===== src/hw/rtl/srcv_pkg.sv =====
package srcv_pkg;

	// vector dimension; one lane per output component
	localparam int NUM_COMP = 3;

	// fixed field widths of the input item
	localparam int SYM_W  = 7;
	localparam int EIDX_W = 4;

	// config port: four 32-bit registers at byte addresses 0, 4, 8, 12
	localparam int ADDR_W = 4;

	// input item kind, carried on s_tuser
	localparam logic KIND_LOAD   = 1'b0;
	localparam logic KIND_VECTOR = 1'b1;

	// register index, paddr[3:2]
	typedef enum logic [1:0] {
		REG_SYM_COUNT  = 2'd0,
		REG_TIME_REV   = 2'd1,
		REG_INDEX_BASE = 2'd2,
		REG_POL_COUNT  = 2'd3
	} reg_idx_t;

	// per-stage load enables shared by all lanes
	typedef struct packed {
		logic en_s1;
		logic en_s2;
		logic en_s3;
	} lane_ctl_t;

endpackage


===== src/hw/rtl/srcv_merge.sv =====
module srcv_merge import srcv_pkg::*; #(
	parameter int DATA_WIDTH = 24,
	parameter int COEF_WIDTH = 16,
	localparam int SUM_W = COEF_WIDTH + DATA_WIDTH + 2,
	localparam int FRAC_W = COEF_WIDTH - 2,
	localparam int Q_W = SUM_W - FRAC_W,
	localparam int OUT_TDATA_W = ((2 * NUM_COMP * DATA_WIDTH + 7) / 8) * 8
) (
	input  logic                    clk,
	input  logic                    arst_n,
	input  logic                    valid_s3,
	input  logic                    trev_s3,
	input  logic signed [SUM_W-1:0] sum_re_s3 [NUM_COMP],
	input  logic signed [SUM_W-1:0] sum_im_s3 [NUM_COMP],
	output logic                    out_ready,
	output logic                    m_tvalid,
	input  logic                    m_tready,
	output logic [OUT_TDATA_W-1:0]  m_tdata,
	output logic                    m_tuser
);

	localparam logic signed [SUM_W-1:0] HALF = SUM_W'(1) << (FRAC_W - 1);
	localparam logic signed [Q_W-1:0] SAT_HI = Q_W'((64'sd1 <<< (DATA_WIDTH - 1)) - 64'sd1);
	localparam logic signed [Q_W-1:0] SAT_LO = -SAT_HI - Q_W'(1);

	logic                   out_valid_q;
	logic [OUT_TDATA_W-1:0] out_data_q;
	logic                   out_trev_q;
	logic [OUT_TDATA_W-1:0] packed_d;
	logic                   take;

	// round half up (floor after adding half an LSB), then clamp
	function automatic logic signed [DATA_WIDTH-1:0] round_sat(
		input logic signed [SUM_W-1:0] x
	);
		logic signed [SUM_W-1:0] r;
		logic signed [Q_W-1:0]   q;
		r = x + HALF;
		q = Q_W'(r >>> FRAC_W);
		if (q > SAT_HI)
			q = SAT_HI;
		else if (q < SAT_LO)
			q = SAT_LO;
		return q[DATA_WIDTH-1:0];
	endfunction

	always_comb begin
		packed_d = '0;
		for (int i = 0; i < NUM_COMP; i++) begin
			packed_d[2*i*DATA_WIDTH +: DATA_WIDTH] = round_sat(sum_re_s3[i]);
			// conjugate unless the symmetry is time reversed
			packed_d[(2*i+1)*DATA_WIDTH +: DATA_WIDTH] =
				round_sat(trev_s3 ? sum_im_s3[i] : -sum_im_s3[i]);
		end
	end

	assign out_ready = !out_valid_q || m_tready;
	assign take      = valid_s3 && out_ready;

	always_ff @(posedge clk or negedge arst_n) begin
		if (!arst_n) begin
			out_valid_q <= 1'b0;
		end else if (take) begin
			out_valid_q <= 1'b1;
		end else if (m_tready) begin
			out_valid_q <= 1'b0;
		end
	end

	always_ff @(posedge clk) begin
		if (take) begin
			out_data_q <= packed_d;
			out_trev_q <= trev_s3;
		end
	end

	assign m_tvalid = out_valid_q;
	assign m_tdata  = out_data_q;
	assign m_tuser  = out_trev_q;

endmodule


===== config.mk =====
export PLATFORM = sky130hd
export DESIGN_NAME = srcv_merge
export DESIGN_NICKNAME = d
export VERILOG_FILES = /design/src/hw/rtl/srcv_pkg.sv /design/src/hw/rtl/srcv_merge.sv
export SDC_FILE = /design/constraint.sdc
export NUM_CORES = 1
export LEC_CHECK = 0
export ABC_CLOCK_PERIOD_IN_PS = 4600
export BUFFER_PORTS_ARGS = -buffer_cell sky130_fd_sc_hd__buf_4
export CAP_MARGIN = 20
export CORE_ASPECT_RATIO = 1.25
export CORE_MARGIN = 1
export CORE_UTILIZATION = 40
export DETAILED_ROUTE_END_ITERATION = 10
export GPL_TIMING_DRIVEN = 0
export HOLD_SLACK_MARGIN = 0.15
export PLACE_DENSITY = 0.66
export SLEW_MARGIN = 30
export SYNTH_ARGS = -nofsm -noshare
export SYNTH_HDL_FRONTEND = slang
export SYNTH_SLANG_ARGS = --single-unit

===== constraint.sdc =====
create_clock -name clk -period 4.6 [get_ports clk]
set_input_delay 0.92 -clock clk [delete_from_list [all_inputs] [get_ports clk]]
set_output_delay 0.92 -clock clk [all_outputs]
set_load 0.02 [all_outputs]

==> summary.md <==
| Metric | Value |
|---|---|
| Run status | finished, final reports clean |
| DRC Markers | 0 |
| Critical path's slowest cell | a2111oi_4 |
| CP Class | input pin to flip-flop |
| DR vias/cell | approximately 5.7 |
| Setup violators final | 0 |
| Drt first-iter violations | 615 |
| Synth-to-Final Area Change | 36.6% |
| Clock skew | 0.0110 ns |
| WP data required | 4.79 ns |
| I/O Buffers | 338 |
| Ys async rst share | 0.00685 |
| Mapped Area | 11700 sq um |
| EDFF count, synth | 145 |
| Delay-heaviest family, CP | buffers and inverters |
| Initial Utilization | 0.409 |
| Met2 wire length | approximately 20000 um |
| H-tree depth | 4 |
| Clock slew seen by the registers of the worst setup and hold paths | 0.07 ns |
| Static Leak | 5.80 nW |
| Min Clock Period, post-route | 4.53 ns |
| Die width | between 150 and 200 um |
| Die ar. | 30000 sq um |
| Clock network power share | 0.336 |
| # IOs | 404 |
| Global-route wire length before repair | 59200 um |
| Met3 Wirelength | 3040 um |
| Power per cell area | approximately 260 nW/um^2 |
| Max clock buf depth | 2 |
| Clk root buf | clkbuf_16 |
| Clk_lat worst skew | ~0.43 ns |
| Critical path's most frequent cell | clkbuf_16 |
| Synth cell types | 83 |
| Largest net degree at the start of global routing | 51 |
| Highest routed layer | met4 |
| Switching portion of total power | 0.296 |
| Startpoint Class | input pin |
| Ys flop type | edfxtp_1 |
| Fmax | 221 MHz |
| WHS | 0.263 ns |
| Register bit count reported by yosys | approximately 150 |
| Sequential area share after synthesis | 0.374 |
| CTS tree | yes |
| Cts bufs inserted | 17 |
| Internal power | 2.92 mW |
| Fraction of layout cells with a size suffix above 1 | 0.289 |
| Min-delay worst type | input pin to asynchronous set/reset pin |
| Final Hold Viols | 0 |
| Switch Pwr | 1.23 mW |
| Maximum vdd drop | 0.180 mV |
| Critical Path End Type | flip-flop |
| Reg2Reg Depth | 4 |
| GRT Total Usage | 0.251 |
| Post-Route M1 WL | between 10000 and 15000 um |
| Vias | 12036 |
| Mapped Nets | 1596 |
| Critical R2R Capture | m_tdata[143] |
| Worst stage delay on the critical path | 0.51 ns |
| Overflow after GRT | 0 |
| Slew Viols, Final | 0 |
| Fin Setup TNS | 0 ns |
| Worst r2r src | m_tvalid |
| Die Y | 193 um |
| Initial antenna violation count | 1 |
| Antenna Violating Nets Remaining | 0 |
| NumNets Final | roughly 2000 |
| Slew Limit Headroom | 0.364 |
| Fill count | between 2000 and 3000 |
| Avg Cell Area, Syn | slightly below 9 sq um |
| Synth Warn # | 0 |
| FP Rows | 69 |
| Crit path max fanout | 10 |
| Combinational Power Share | 0.272 |
| # Max-Cap Violations | 0 |
| GPL Wtd Cong | 0.964 |
| WL/cell | 18.4 um |
| Worst-path cell chain | buf_4 > clkbuf_16 > clkinv_8 > buf_8 > clkbuf_16 > clkbuf_16 > o41ai_4 > xnor2_1 > ha_2 > nand2_1 > mux2_4 > a2111oi_4 > and4b_4 > o311ai_1 > xor2_2 > o311ai_4 > buf_12 > buf_2 > o21ai_2 |
| WP buf/inv | 8 |
| Sinks on Clock Net | 146 |
| Routed WL | roughly 39000 um |
| Worst-Margin Slew | 0.946 ns |
| Detailed placement HPWL | between 30000 and 40000 um |
| Drt pass-1 iters | 5 |
| Number of global-route vias before repair | 11355 |
| CP arrival | about 4.7 ns |
| Final Cycle Share | 0.985 |
| Seq pwr share | 0.391 |
| R2R setup slack | 2.85 ns |
| Core area | 28700 sq um |
| Cells after synthesis | between 1000 and 1500 |
[sequential cells by signal, indices dropped and copies added (netlist names)]
| signal | count |
|---|---|
| m_tdata | 144 |
| m_tvalid | 1 |
| m_tuser | 1 |
[repair_timing]
action                                  CTS  global route
buffers inserted                          5             9
endpoints found under the setup margin   72            61
hold buffers                              0             0
pin swaps                                 8            13
cloned                                    1             1
gates resized for setup                  39            30
[per-layer routing]
layer	vias to the layer above	track usage
met1	5672	0.283
met4	0	0.106
met3	82	0.0562
met2	568	0.450
li1	5714	-
met5	-	0
[cell type report]
type | count | area (sq um) | area share
sequential | 146 | 4380 | 0.274
clock inverter | 12 | 143 | 0.00891
buffer | 69 | 434 | 0.0271
timing repair buffer | 357 | 2780 | 0.173
clock buffer | 18 | 429 | 0.0268
multi-input combinational | 1081 | 7230 | 0.452
tap | 390 | 488 | 0.0305
antenna | 1 | 2.50 | 0.000156
inverter | 30 | 125 | 0.00782
[power by group through the flow]
stage	clock (mW)	sequential [mW]	combinational (mW)
after floorplan	0	1.77	0.488
after detailed placement	0	1.65	1.08
after CTS	1.41	1.62	1.11
final	1.39	1.62	1.13
after global routing	1.46	1.63	1.22
after global placement	0	1.66	1.06
[kinds of logic (layout without fill, tap and decap cells)]
family | Yosys count | after routing | share of synthesized area
fa+ha+maj | 7 | 7 | 0.00726
compound gates | 342 | 342 | 0.187
buf+inv | 106 | 486 | 0.0385
simple gates | 519 | 519 | 0.233
mux | 9 | 9 | 0.00801
other cells | 0 | 1 | 0
flops | 146 | 146 | 0.374
xor+xnor | 204 | 204 | 0.152
[placed cells by master, fill, tap and decap left out, types with 8 or more instances in the layout]
master | Yosys | routed
or2_2 | 9 | 9
nand2_1 | 105 | 105
buf_12 | 2 | 8
nand4_1 | 34 | 34
nand2b_1 | 9 | 8
a21oi_1 | 68 | 68
o31ai_1 | 8 | 8
inv_1 | 29 | 29
and3_1 | 27 | 27
clkbuf_1 | 59 | 45
xnor2_1 | 127 | 126
nand3_1 | 63 | 63
nor2_1 | 108 | 106
buf_4 | 0 | 349
o21ai_0 | 139 | 139
or4_1 | 11 | 10
and4_1 | 13 | 12
edfxtp_1 | 145 | 145
clkbuf_16 | 0 | 20
or3_1 | 16 | 15
o21ai_2 | 20 | 20
nor3_1 | 48 | 42
nor4_2 | 2 | 8
xor2_1 | 77 | 76
a31oi_1 | 20 | 20
nor4_1 | 36 | 24
[worst max-delay path by stage]
stage | to | from | cells past startpoint | slack [ns]
floorplan | m_tdata[24] | trev_s3 | 20 | -0.38
global placement | m_tdata[27] | trev_s3 | 18 | -1.83
detailed placement | m_tdata[27] | trev_s3 | 18 | -1.80
CTS | m_tdata[40] | sum_im_s3[92] | 16 | 0.0008
global route | m_tdata[32] | trev_s3 | 19 | -0.04
finish | m_tdata[31] | trev_s3 | 19 | 0.07
[stage by stage]
stage,cell area (sq um),power [mW],setup slack (ns),std cells,utilization
2_1_floorplan,11800,2.26,-0.382,1333,-
3_3_place_gp,14900,2.72,-1.83,2061,0.519
3_5_place_dp,15000,2.73,-1.80,2064,0.522
4_1_cts,15800,4.14,0.000782,2095,0.551
5_1_grt,16000,4.31,-0.0386,2104,0.558
6_report,16000,4.15,0.0693,2104,0.558
[cells in the mapped netlist (all sizes together), types with 7 or more instances]
cell | number | area share
or4 | 14 | 0.0099
or3 | 16 | 0.0085
nand4 | 34 | 0.018
nor2b | 7 | 0.0037
and2 | 8 | 0.0043
nor2 | 108 | 0.035
xnor2 | 127 | 0.095
nand2b | 9 | 0.0048
a21oi | 69 | 0.030
and4 | 13 | 0.0097
xor2 | 77 | 0.058
a31oi | 20 | 0.011
o31ai | 9 | 0.0062
nand3 | 63 | 0.027
edfxtp | 145 | 0.37
o21a | 7 | 0.0045
inv | 29 | 0.0093
or2 | 9 | 0.0048
and3 | 27 | 0.014
nand2 | 105 | 0.034
o211ai | 7 | 0.0045
nor3 | 49 | 0.021
nor4 | 39 | 0.023
clkbuf | 59 | 0.019
o21ai | 162 | 0.076
buf | 17 | 0.010
No activity file was read; power rests on OpenSTA's default activity.
